[src/rtl/aolq_pkg.sv]
// ----------------------------------------------------------------------------
// aolq_pkg
// Shared codes and types of the open list queue.
// ----------------------------------------------------------------------------
package aolq_pkg;

  localparam int NODE_W = 10;

  localparam logic [1:0] CMD_INSERT = 2'd0;
  localparam logic [1:0] CMD_POP    = 2'd1;
  localparam logic [1:0] CMD_REMOVE = 2'd2;

  localparam logic [1:0] ST_OK    = 2'd0;
  localparam logic [1:0] ST_OPEN  = 2'd1;
  localparam logic [1:0] ST_FULL  = 2'd2;
  localparam logic [1:0] ST_EMPTY = 2'd3;

  typedef struct packed {
    logic ins;
    logic pop;
    logic rem;
  } aolq_ctl_t;

endpackage

[src/rtl/aolq_cell.sv]
// ----------------------------------------------------------------------------
// aolq_cell
// One slot of the sorted queue: compares against the incoming key and shifts
// its entry towards either neighbour.
// ----------------------------------------------------------------------------
module aolq_cell #(
  parameter int COST_BITS = 16
) (
  input  logic                       clk,
  input  logic                       rst_n,
  input  aolq_pkg::aolq_ctl_t        ctl,
  input  logic [aolq_pkg::NODE_W-1:0] new_node,
  input  logic [COST_BITS:0]         new_total,
  input  logic [COST_BITS-1:0]       new_est,
  input  logic                       left_ge,
  input  logic                       left_valid,
  input  logic [aolq_pkg::NODE_W-1:0] left_node,
  input  logic [COST_BITS:0]         left_total,
  input  logic [COST_BITS-1:0]       left_est,
  input  logic                       right_valid,
  input  logic [aolq_pkg::NODE_W-1:0] right_node,
  input  logic [COST_BITS:0]         right_total,
  input  logic [COST_BITS-1:0]       right_est,
  input  logic                       match_in,
  output logic                       ge,
  output logic                       match_out,
  output logic                       valid,
  output logic [aolq_pkg::NODE_W-1:0] node,
  output logic [COST_BITS:0]         total,
  output logic [COST_BITS-1:0]       est
);
  import aolq_pkg::*;

  logic                 valid_r, valid_nxt;
  logic [NODE_W-1:0]    node_r, node_nxt;
  logic [COST_BITS:0]   total_r, total_nxt;
  logic [COST_BITS-1:0] est_r, est_nxt;
  logic                 less;

  assign less      = (total_r < new_total) || ((total_r == new_total) && (est_r < new_est));
  assign ge        = !valid_r || !less;
  assign match_out = match_in || (valid_r && (node_r == new_node));

  always_comb begin
    valid_nxt = valid_r;
    node_nxt  = node_r;
    total_nxt = total_r;
    est_nxt   = est_r;
    if (ctl.ins && ge && !left_ge) begin
      valid_nxt = 1'b1;
      node_nxt  = new_node;
      total_nxt = new_total;
      est_nxt   = new_est;
    end else if (ctl.ins && ge) begin
      valid_nxt = left_valid;
      node_nxt  = left_node;
      total_nxt = left_total;
      est_nxt   = left_est;
    end else if (ctl.pop || (ctl.rem && match_out)) begin
      valid_nxt = right_valid;
      node_nxt  = right_node;
      total_nxt = right_total;
      est_nxt   = right_est;
    end
  end

  always_ff @(posedge clk) begin
    if (!rst_n) begin
      valid_r <= 1'b0;
    end else begin
      valid_r <= valid_nxt;
    end
  end

  always_ff @(posedge clk) begin
    node_r  <= node_nxt;
    total_r <= total_nxt;
    est_r   <= est_nxt;
  end

  assign valid = valid_r;
  assign node  = node_r;
  assign total = total_r;
  assign est   = est_r;

endmodule

[src/rtl/aolq_out_buf.sv]
// ----------------------------------------------------------------------------
// aolq_out_buf
// Two-entry result buffer between the cell chain and the result channel.
// ----------------------------------------------------------------------------
module aolq_out_buf #(
  parameter int W = 8
) (
  input  logic         clk,
  input  logic         rst_n,
  input  logic         push,
  input  logic [W-1:0] push_data,
  output logic         full,
  output logic         out_valid,
  input  logic         out_stall,
  output logic [W-1:0] out_data
);

  logic [1:0]   cnt_r, cnt_nxt;
  logic [W-1:0] d0_r, d0_nxt, d1_r, d1_nxt;
  logic         pop;

  assign pop = (cnt_r != 2'd0) && !out_stall;

  always_comb begin
    cnt_nxt = cnt_r;
    d0_nxt  = d0_r;
    d1_nxt  = d1_r;
    case ({push, pop})
      2'b10: begin
        if (cnt_r == 2'd0) begin
          d0_nxt = push_data;
        end else begin
          d1_nxt = push_data;
        end
        cnt_nxt = cnt_r + 2'd1;
      end
      2'b01: begin
        d0_nxt  = d1_r;
        cnt_nxt = cnt_r - 2'd1;
      end
      2'b11: begin
        if (cnt_r == 2'd1) begin
          d0_nxt = push_data;
        end else begin
          d0_nxt = d1_r;
          d1_nxt = push_data;
        end
      end
      default: ;
    endcase
  end

  always_ff @(posedge clk) begin
    if (!rst_n) begin
      cnt_r <= 2'd0;
    end else begin
      cnt_r <= cnt_nxt;
    end
  end

  always_ff @(posedge clk) begin
    d0_r <= d0_nxt;
    d1_r <= d1_nxt;
  end

  assign full      = (cnt_r == 2'd2);
  assign out_valid = (cnt_r != 2'd0);
  assign out_data  = d0_r;

endmodule

[src/rtl/astar_open_list_queue.sv]
// ----------------------------------------------------------------------------
// astar_open_list_queue
// Open list of a path search held as a sorted queue in a row of cells.
// ----------------------------------------------------------------------------
// Input channel (in_valid/in_stall): one command per transfer - insert a node
// with cost so far and estimate, pop the best node, or remove a given node.
// Entries are kept ordered by total cost, then estimate, newest first on a
// full tie. Every cell compares its entry against the command in parallel,
// so each command completes in the cycle it is accepted.
// Result channel (out_valid/out_stall): exactly one result per command,
// valid the cycle after the input transfer when no earlier result waits:
// popped node and total, a status code and the occupancy after the command.
// Throughput: one command per unstalled cycle. A two-entry result buffer
// sits before the result channel; in_stall rises only when both entries are
// held, so a stalled receiver stops intake after two pending results.
// Reset: synchronous, active low; empties the queue and the result buffer.
// No clearing pass is needed, the block takes commands straight after reset.
// ----------------------------------------------------------------------------
module astar_open_list_queue #(
  parameter int CAPACITY  = 16,
  parameter int COST_BITS = 16
) (
  input  logic                                clk,
  input  logic                                rst_n,
  input  logic                                in_valid,
  output logic                                in_stall,
  input  logic [1:0]                          in_command,
  input  logic [aolq_pkg::NODE_W-1:0]         in_node_id,
  input  logic [COST_BITS-1:0]                in_cost_so_far,
  input  logic [COST_BITS-1:0]                in_estimate,
  output logic                                out_valid,
  input  logic                                out_stall,
  output logic [aolq_pkg::NODE_W-1:0]         out_node,
  output logic [COST_BITS:0]                  out_total,
  output logic [1:0]                          out_status,
  output logic [$clog2(CAPACITY + 1)-1:0]     out_occupancy
);
  import aolq_pkg::*;

  localparam int COUNT_W = $clog2(CAPACITY + 1);
  localparam int RES_W   = NODE_W + COST_BITS + 1 + 2 + COUNT_W;

  logic                 accept;
  logic                 buf_full;
  logic [COST_BITS:0]   new_total;
  logic                 any_match;
  logic                 q_full;
  logic                 q_empty;
  aolq_ctl_t            ctl;
  logic [1:0]           status;
  logic [NODE_W-1:0]    res_node;
  logic [COST_BITS:0]   res_total;
  logic [COUNT_W-1:0]   count_r, count_nxt;
  logic [RES_W-1:0]     res_data, buf_data;

  logic                 c_ge    [CAPACITY];
  logic                 c_match [CAPACITY];
  logic                 c_valid [CAPACITY];
  logic [NODE_W-1:0]    c_node  [CAPACITY];
  logic [COST_BITS:0]   c_total [CAPACITY];
  logic [COST_BITS-1:0] c_est   [CAPACITY];

  assign accept    = in_valid && !in_stall;
  assign in_stall  = buf_full;
  assign new_total = {1'b0, in_cost_so_far} + {1'b0, in_estimate};
  assign any_match = c_match[CAPACITY-1];
  assign q_full    = (count_r == COUNT_W'(CAPACITY));
  assign q_empty   = (count_r == '0);

  always_comb begin
    ctl    = '0;
    status = ST_OK;
    unique case (in_command)
      CMD_INSERT: begin
        if (any_match) begin
          status = ST_OPEN;
        end else if (q_full) begin
          status = ST_FULL;
        end else begin
          ctl.ins = accept;
        end
      end
      CMD_POP: begin
        if (q_empty) begin
          status = ST_EMPTY;
        end else begin
          ctl.pop = accept;
        end
      end
      CMD_REMOVE: begin
        if (!any_match) begin
          status = ST_OPEN;
        end else begin
          ctl.rem = accept;
        end
      end
      default: ;
    endcase
  end

  always_comb begin
    count_nxt = count_r;
    if (ctl.ins) begin
      count_nxt = count_r + COUNT_W'(1);
    end else if (ctl.pop || ctl.rem) begin
      count_nxt = count_r - COUNT_W'(1);
    end
  end

  always_ff @(posedge clk) begin
    if (!rst_n) begin
      count_r <= '0;
    end else begin
      count_r <= count_nxt;
    end
  end

  genvar i;
  generate
    for (i = 0; i < CAPACITY; i++) begin : g_cell
      logic                 l_ge, l_valid, r_valid, m_in;
      logic [NODE_W-1:0]    l_node, r_node;
      logic [COST_BITS:0]   l_total, r_total;
      logic [COST_BITS-1:0] l_est, r_est;

      if (i == 0) begin : g_head
        assign l_ge    = 1'b0;
        assign l_valid = 1'b0;
        assign l_node  = '0;
        assign l_total = '0;
        assign l_est   = '0;
        assign m_in    = 1'b0;
      end else begin : g_mid
        assign l_ge    = c_ge[i-1];
        assign l_valid = c_valid[i-1];
        assign l_node  = c_node[i-1];
        assign l_total = c_total[i-1];
        assign l_est   = c_est[i-1];
        assign m_in    = c_match[i-1];
      end

      if (i == CAPACITY - 1) begin : g_tail
        assign r_valid = 1'b0;
        assign r_node  = '0;
        assign r_total = '0;
        assign r_est   = '0;
      end else begin : g_body
        assign r_valid = c_valid[i+1];
        assign r_node  = c_node[i+1];
        assign r_total = c_total[i+1];
        assign r_est   = c_est[i+1];
      end

      aolq_cell #(
        .COST_BITS(COST_BITS)
      ) u_cell (
        .clk        (clk),
        .rst_n      (rst_n),
        .ctl        (ctl),
        .new_node   (in_node_id),
        .new_total  (new_total),
        .new_est    (in_estimate),
        .left_ge    (l_ge),
        .left_valid (l_valid),
        .left_node  (l_node),
        .left_total (l_total),
        .left_est   (l_est),
        .right_valid(r_valid),
        .right_node (r_node),
        .right_total(r_total),
        .right_est  (r_est),
        .match_in   (m_in),
        .ge         (c_ge[i]),
        .match_out  (c_match[i]),
        .valid      (c_valid[i]),
        .node       (c_node[i]),
        .total      (c_total[i]),
        .est        (c_est[i])
      );
    end
  endgenerate

  assign res_node  = ctl.pop ? c_node[0] : '0;
  assign res_total = ctl.pop ? c_total[0] : '0;
  assign res_data  = {res_node, res_total, status, count_nxt};

  aolq_out_buf #(
    .W(RES_W)
  ) u_out_buf (
    .clk      (clk),
    .rst_n    (rst_n),
    .push     (accept),
    .push_data(res_data),
    .full     (buf_full),
    .out_valid(out_valid),
    .out_stall(out_stall),
    .out_data (buf_data)
  );

  assign {out_node, out_total, out_status, out_occupancy} = buf_data;

endmodule

[config.mk]
export PLATFORM = sky130hd
export DESIGN_NAME = astar_open_list_queue
export DESIGN_NICKNAME = d
export VERILOG_FILES = /design/src/rtl/aolq_pkg.sv /design/src/rtl/aolq_cell.sv /design/src/rtl/aolq_out_buf.sv /design/src/rtl/astar_open_list_queue.sv
export SDC_FILE = /design/constraint.sdc
export NUM_CORES = 2
export LEC_CHECK = 0
export BUFFER_PORTS_ARGS = -buffer_cell sky130_fd_sc_hd__buf_2
export CORE_UTILIZATION = 45
export DETAILED_ROUTE_END_ITERATION = 10
export PLACE_DENSITY = 0.62
export SLEW_MARGIN = 5
export SYNTH_ARGS = -nofsm -noshare
export SYNTH_HDL_FRONTEND = slang
export SYNTH_SLANG_ARGS = --single-unit
[constraint.sdc]
create_clock -name clk -period 18.2 [get_ports clk]
set_input_delay 0 -clock clk [delete_from_list [all_inputs] [get_ports clk]]
set_output_delay 0 -clock clk [all_outputs]
set_load 0.02 [all_outputs]
# [Word-level counts from Yosys, hierarchy flattened]
# Index checks and enable logic that the tools add are counted.
# Widths: inputs -> output; s select.
[classes] add_sub_neg=5 multipliers=0 div=0 order_cmp=32 eq_ne=43 shifts=0 n_mux=211 bitwise=0 n_reduce_logical=219
[ops] operator="$mux 17" n=48
[ops] operator="$mux 16" n=47
[ops] operator="$mux 10" n=48
[ops] operator="$eq 17x17->1" n=16
[ops] operator="$lt 17x17->1" n=16
[ops] operator="$lt 16x16->1" n=16
[ops] operator="$eq 10x10->1" n=16
[ops] operator="$mux 34" n=4
[ops] operator="$pmux 34 s3" n=1
[ops] operator="$logic_and 1x1->1" n=81
[ops] operator="$pmux 34 s2" n=1
[ops] operator="$logic_or 1x1->1" n=64
[ops] operator="$mux 1" n=55
[ops] operator="$logic_not 1->1" n=49
[ops] operator="$reduce_bool 3->1" n=16
[ops] operator="$add 16x16->17" n=1
[ops] operator="$mux 5" n=2
[ops] operator="$eq 2x2->1 const B" n=4
[ops] operator="$reduce_bool 2->1" n=4
[ops] operator="$eq 2x1->1 const B" n=3
[ops] operator="$mux 2" n=3
[ops] operator="$pmux 2 s3" n=1
[ops] operator="$add 5x1->5 const B" n=1
[ops] operator="$eq 5x5->1 const B" n=1
[ops] operator="other kinds (10)" n=12
[totals] reg_bits=779 latch_bits=0 mem_bits_rw=0 romBits=0 input_bits=48 word_cells=578 mem_count=0

# [Depth between registers and ports, before layout]
[depth] ltp_word=24 mapped_depth=25 ltp_nobuf=20

# [Hierarchy]
# From an unflattened synthesis, not the netlist that was laid out.
[hier_totals] hier_cells=5467 area_unflattened_um2=60299.1
[by_module_without_submodules] mod="aolq_cell at g_cell[0].u_cell ..." n_inst=12 cells_per_inst=315 area_each_um2=3467.1 seq_area_each_um2=1311.3
[by_module_without_submodules] mod="aolq_cell at g_cell[7].u_cell ..." n_inst=3 cells_per_inst=314 area_each_um2=3495.9 seq_area_each_um2=1311.3
[by_module_without_submodules] mod="aolq_cell at g_cell[13].u_cell" n_inst=1 cells_per_inst=311 area_each_um2=3422.0 seq_area_each_um2=1311.3
[by_module_without_submodules] mod="aolq_out_buf" n_inst=1 cells_per_inst=248 area_each_um2=3404.5 seq_area_each_um2=2082.0
[by_module_without_submodules] mod="astar_open_list_queue" n_inst=1 cells_per_inst=186 area_each_um2=1380.1 seq_area_each_um2=100.1

# [Worst setup path after synthesis]
# Ideal clock, no wire load.
[synth_timing] path_type="input to register" from="input port in_cost_so_far[0]" to="register g_cell[3].u_cell.est_r[0], enable pin" setup_time_ns=0.790 arrival_ns=5.410 setup_slack_ns=12.000 path_stages=22 path_buffers=3 cell_sequence="ha_1 > fa_1 > a211oi_1 > o21ai_0 > nand2_1 > o21ai_0 > nand2b_1 > a31oi_1 > xnor2_1 > clkbuf_1 > inv_1 > ha_1 > a21oi_1 > nor2b_1 > o21ai_0 > o2111ai_1 > a21oi_1 > nor2_1 > nand3_1 > buf_2 > buf_1 > o21ai_0"
[synth_between] elab_chain_cells=9 elab_cells_between_ends=17 cone_classes="add/sub (1); order compare (2); eq/ne (2); reduce/logical (12)"
[synth_rtl] element="start: declaration" line_no="astar_open_list_queue.sv:29" text="input logic [COST_BITS-1:0] in_cost_so_far,"
[synth_rtl] element="$add 16x16->17 (*)" line_no="astar_open_list_queue.sv:65" text="assign new_total = {1'b0, in_cost_so_far} + {1'b0, in_estimate};"
[synth_rtl] element="parallel branches: the longest is 7 deep, another holds $lt 17x17->1"
[synth_rtl] element="$reduce_bool 3->1 (no line) (*)"
[synth_rtl] element="end signal: assignment" line_no="aolq_cell.sv:78" text="est_r <= est_nxt;"
[synth_rtl] element="end: declaration" line_no="aolq_cell.sv:37" text="logic [COST_BITS-1:0] est_r, est_nxt;"
# Every way passes the cells marked *.
# A chain may end at the register's enable or synchronous reset.

# [Worst setup path in the final report]
[layout_timing] from="input port in_estimate[3]" to="register g_cell[1].u_cell.total_r[15] (data pin)"
[layout_between] elab_chain_cells=9 elab_cells_between_ends=20 cone_classes="add/sub (1); order compare (4); eq/ne (2); mux (2); reduce/logical (11)"
[layout_rtl] element="start: declaration" line_no="astar_open_list_queue.sv:30" text="input logic [COST_BITS-1:0] in_estimate,"
[layout_rtl] element="parallel branches: the longest is 8 deep, another holds $add 16x16->17"
[layout_rtl] element="$mux 17 (*)" line_no="aolq_cell.sv:49" text="if (ctl.ins && ge && !left_ge) begin"
[layout_rtl] element="net g_cell[1].u_cell.total_nxt[15]" line_no="aolq_cell.sv:36" text="logic [COST_BITS:0] total_r, total_nxt;"
[layout_rtl] element="end signal: assignment" line_no="aolq_cell.sv:77" text="total_r <= total_nxt;"
[layout_rtl] element="end: declaration" line_no="aolq_cell.sv:36"
# Mark *: on every way through the listed nets, which the timed path passes.

==> reports/qor.yml <==
global_routing:
  grt_pass1_wl_mm: 242.8
  antenna_found_initial: 5
  grt_max_degree: 89
  grt_pass1_vias: 38970
  track_usage: 0.2694
  overflow: 0
synth:
  seq_area_frac_synth: 0.4428
  synth_cell_types: 74
  yosysTopAreaCellShare: 0.4340
  synthTopCellsByCount: "756 x edfxtp_1, 638 x nand2_1, 594 x mux2i_1"
  yosysTopAreaCell: "edfxtp_1"
  synth_nets: 5556
  ys.flop_type: "edfxtp_1"
  ys_ff_latch: 779
  ys_warn_count: 0
  ys_async_sr_fraction: 0
  syn_area_sq_mm: 0.05231
  post-synth-top-count-cell: "edfxtp_1"
  synth_area_leaders: "edfxtp_1 43%, ha_1 13%, mux2i_1 11%"
  synth_edf_count: 756
  synth.avg_cell_area_sq_um: 10.52
  syn_inst: 4971
sta:
  finalSetupViolCount: 0
  timing.final.ws_setup_ns: 10.16
  max_freq_ghz: 0.1244
  min_period_ns: 8.040
  period_share: 0.4417
  tightest_slew_ns: 1.224
  fin_skew_ns: 0.02698
  rsz0062_at_grt: "no"
  tns_ns: 0
  hold_slack_ns: 0.05770
  hold_viol: 0
  relSlewSlack: 0.1831
  drv_slew: 0
clock_tree:
  cts_tree: "yes"
  cts.sinks: 779
  post_cts_buffers: 0
  cts_resized: 0
  htree_levels: 3
  cts.path.max_buffers: 3
  cts-root-buf: "clkbuf_16"
  clkTransAtPathRegs_ns: 0.06
  cts_hold_buf: 20
  insertion_delay_ns: 0.70
  cts_made_buffers: 90
placement:
  dp_cells: 6358
  dp_hpwl_mm: 116.2
  pre_cts_ws_ns: 9.995
  gp_congestion: 0.8879
  io_buffers: 83
hold_path:
  min_path_type: "in2reg"
  hold_path_depth: 5
  min_from: "in_valid"
  hold_end: "u_out_buf.cnt_r[0]"
die:
  rows: 124
  chipWidth_um: 342.9
  ios: 84
  core_sq_mm: 0.1148
  die_h_um: 342.9
  dieArea_sq_mm: 0.1176
  start_util: 0.4556
power:
  power_density_mw_per_mm2: 99.01
  p_leak_nw: 24.05
  irDropWorstVdd_mv: 0.07893
layout:
  area_growth_pct: 9.616
  final_nets: 5543
  fin_util: 0.4994
  final-instance-count-excl-fill: 6549
  multi_input_area_sq_mm: 0.02765
  drive_gt1_frac: 0.08858
  seq_area_sq_mm: 0.02316
  n_fill_cell: 10540
setup_path:
  path_cells: "dlygate4sd3_1 > buf_2 > ha_1 > o21ai_0 > o21ai_0 > nand2_1 > o21ai_0 > nand2b_1 > a31oi_1 > xnor2_2 > inv_1 > ha_1 > nand4_1 > nor4_1 > nand4b_1 > a2111oi_0 > nor3_2 > nand2_2 > buf_4 > mux2_2"
  path_max_fanout: 51
  regToRegStartpoint: "g_cell[3].u_cell.node[7]"
  startpoint_type: "input pin"
  worstRegToRegCells: 11
  crit_top_cell: "o21ai_0"
  reg2reg_slack_ns: 12.85
  worstSetupPathType: "in2reg"
  cp.required_ns: 18.64
  slowest_delay_ns: 1.04
  timing.rr.end: "g_cell[0].u_cell.est[6]"
  cp-end-kind: "register"
  crit_buf_inv: 4
  arrival_ns: 8.48
  cp_top_family: "compound AO/OA/AOI/OAI gates"
  cpMaxStageDelayCell: "a2111oi_0"
route:
  num_vias: 39610
  wire_per_inst_um: 24.47
  viasPerCell: 6.048
  first_iter_violations: 3139
  antenna_left: 0
  first_pass_iters: 6
  drc_errors: 0
  wirelength_mm: 160.2
status:
  status: "completed"
flow_run:
  drv_cap: 0
==> layout by cell type, fill, tap and decap left out, types with 24 or more instances in the layout <==
master	count
a22o_1	31
clkbuf_1	24
buf_4	102
buf_2	83
nand2_1	622
nand4_1	112
xnor2_1	154
mux2i_1	594
inv_1	80
ha_1	536
a21oi_1	230
nor2_1	217
nor3_1	28
clkbuf_16	91
nand3_1	39
a211oi_1	35
nor2b_1	42
a21o_1	108
mux2_2	52
edfxtp_1	756
and2_1	34
o21a_1	25
o21ai_0	564
o21ai_1	100
==> metal layers <==
metal | share of wire | global-route usage | vias up
li1 | - | - | 18500
met1 | 0.44 | 0.3689 | 19570
met2 | 0.47 | 0.4385 | 1298
met3 | 0.067 | 0.04217 | 240
met4 | 0.029 | 0.08037 | 2
met5 | 0.000081 | 0 | -
==> area by class of cell <==
type | count | area share
inverter | 81 | 0.005303
clock inverter | 52 | 0.009558
timing repair buffer | 205 | 0.02409
antenna | 2 | 0.00008729
tap | 1512 | 0.03300
clock buffer | 117 | 0.04177
sequential | 779 | 0.4040
multi-input combinational | 3801 | 0.4822
==> worst max path at each step <==
stage	startpoint	slack [ns]	depth (start not counted)	end
2_1_floorplan	in_cost_so_far[0]	12.00	22	g_cell[3].u_cell.est[0]
3_3_place_gp	in_estimate[0]	10.10	21	g_cell[1].u_cell.total[15]
3_5_place_dp	in_estimate[0]	10.0	21	g_cell[1].u_cell.total[15]
4_1_cts	in_estimate[3]	10.42	20	g_cell[1].u_cell.total[15]
5_1_grt	in_estimate[3]	9.68	20	g_cell[1].u_cell.total[15]
6_report	in_estimate[3]	10.16	20	g_cell[1].u_cell.total[15]
==> cells by family after synthesis <==
group,Yosys count,share of synthesized area
AO/OA/AOI/OAI,1204,0.1321
XOR/XNOR,177,0.02964
adder cells (fa/ha/maj),537,0.1286
buffers and inverters,391,0.03425
flip-flops,779,0.4428
multiplexers,652,0.1262
AND/OR/NAND/NOR,1231,0.1064
==> flip-flops by register name, summed over array words and instances, names as in the netlist <==
signal and flops:
g_cell.u_cell.total 272, g_cell.u_cell.est 256, g_cell.u_cell.node 160, u_out_buf.d1_r 34
u_out_buf.out_data 34, g_cell.u_cell.valid 16, count_r 5, u_out_buf.cnt_r 2
==> tightest hold or removal path, stage by stage <==
cell and delay [ns]:
buf_2 0.10, nand2b_1 0.23, ha_1 0.24, xor2_1 0.08, nor2_1 0.07
==> power breakdown <==
group          leakage [nW]  total [mW]  switching [mW]  internal (mW)
logic                  15.4        1.40           0.905          0.497
clock network          1.42        1.87           0.797           1.07
registers              7.19        2.41           0.155           2.25
total                  24.1        5.68            1.86           3.82
==> per-stage QoR <==
| stage | total power [mW] | cell area [sq um] |
|---|---|---|
| floorplan | 3.335 | 52310 |
| global placement | 3.783 | 54190 |
| detailed placement | 3.816 | 54190 |
| CTS | 5.689 | 57330 |
| global route | 5.932 | 57330 |
| finish | 5.677 | 57340 |
Note: power is estimated with default switching activity, not from simulation.
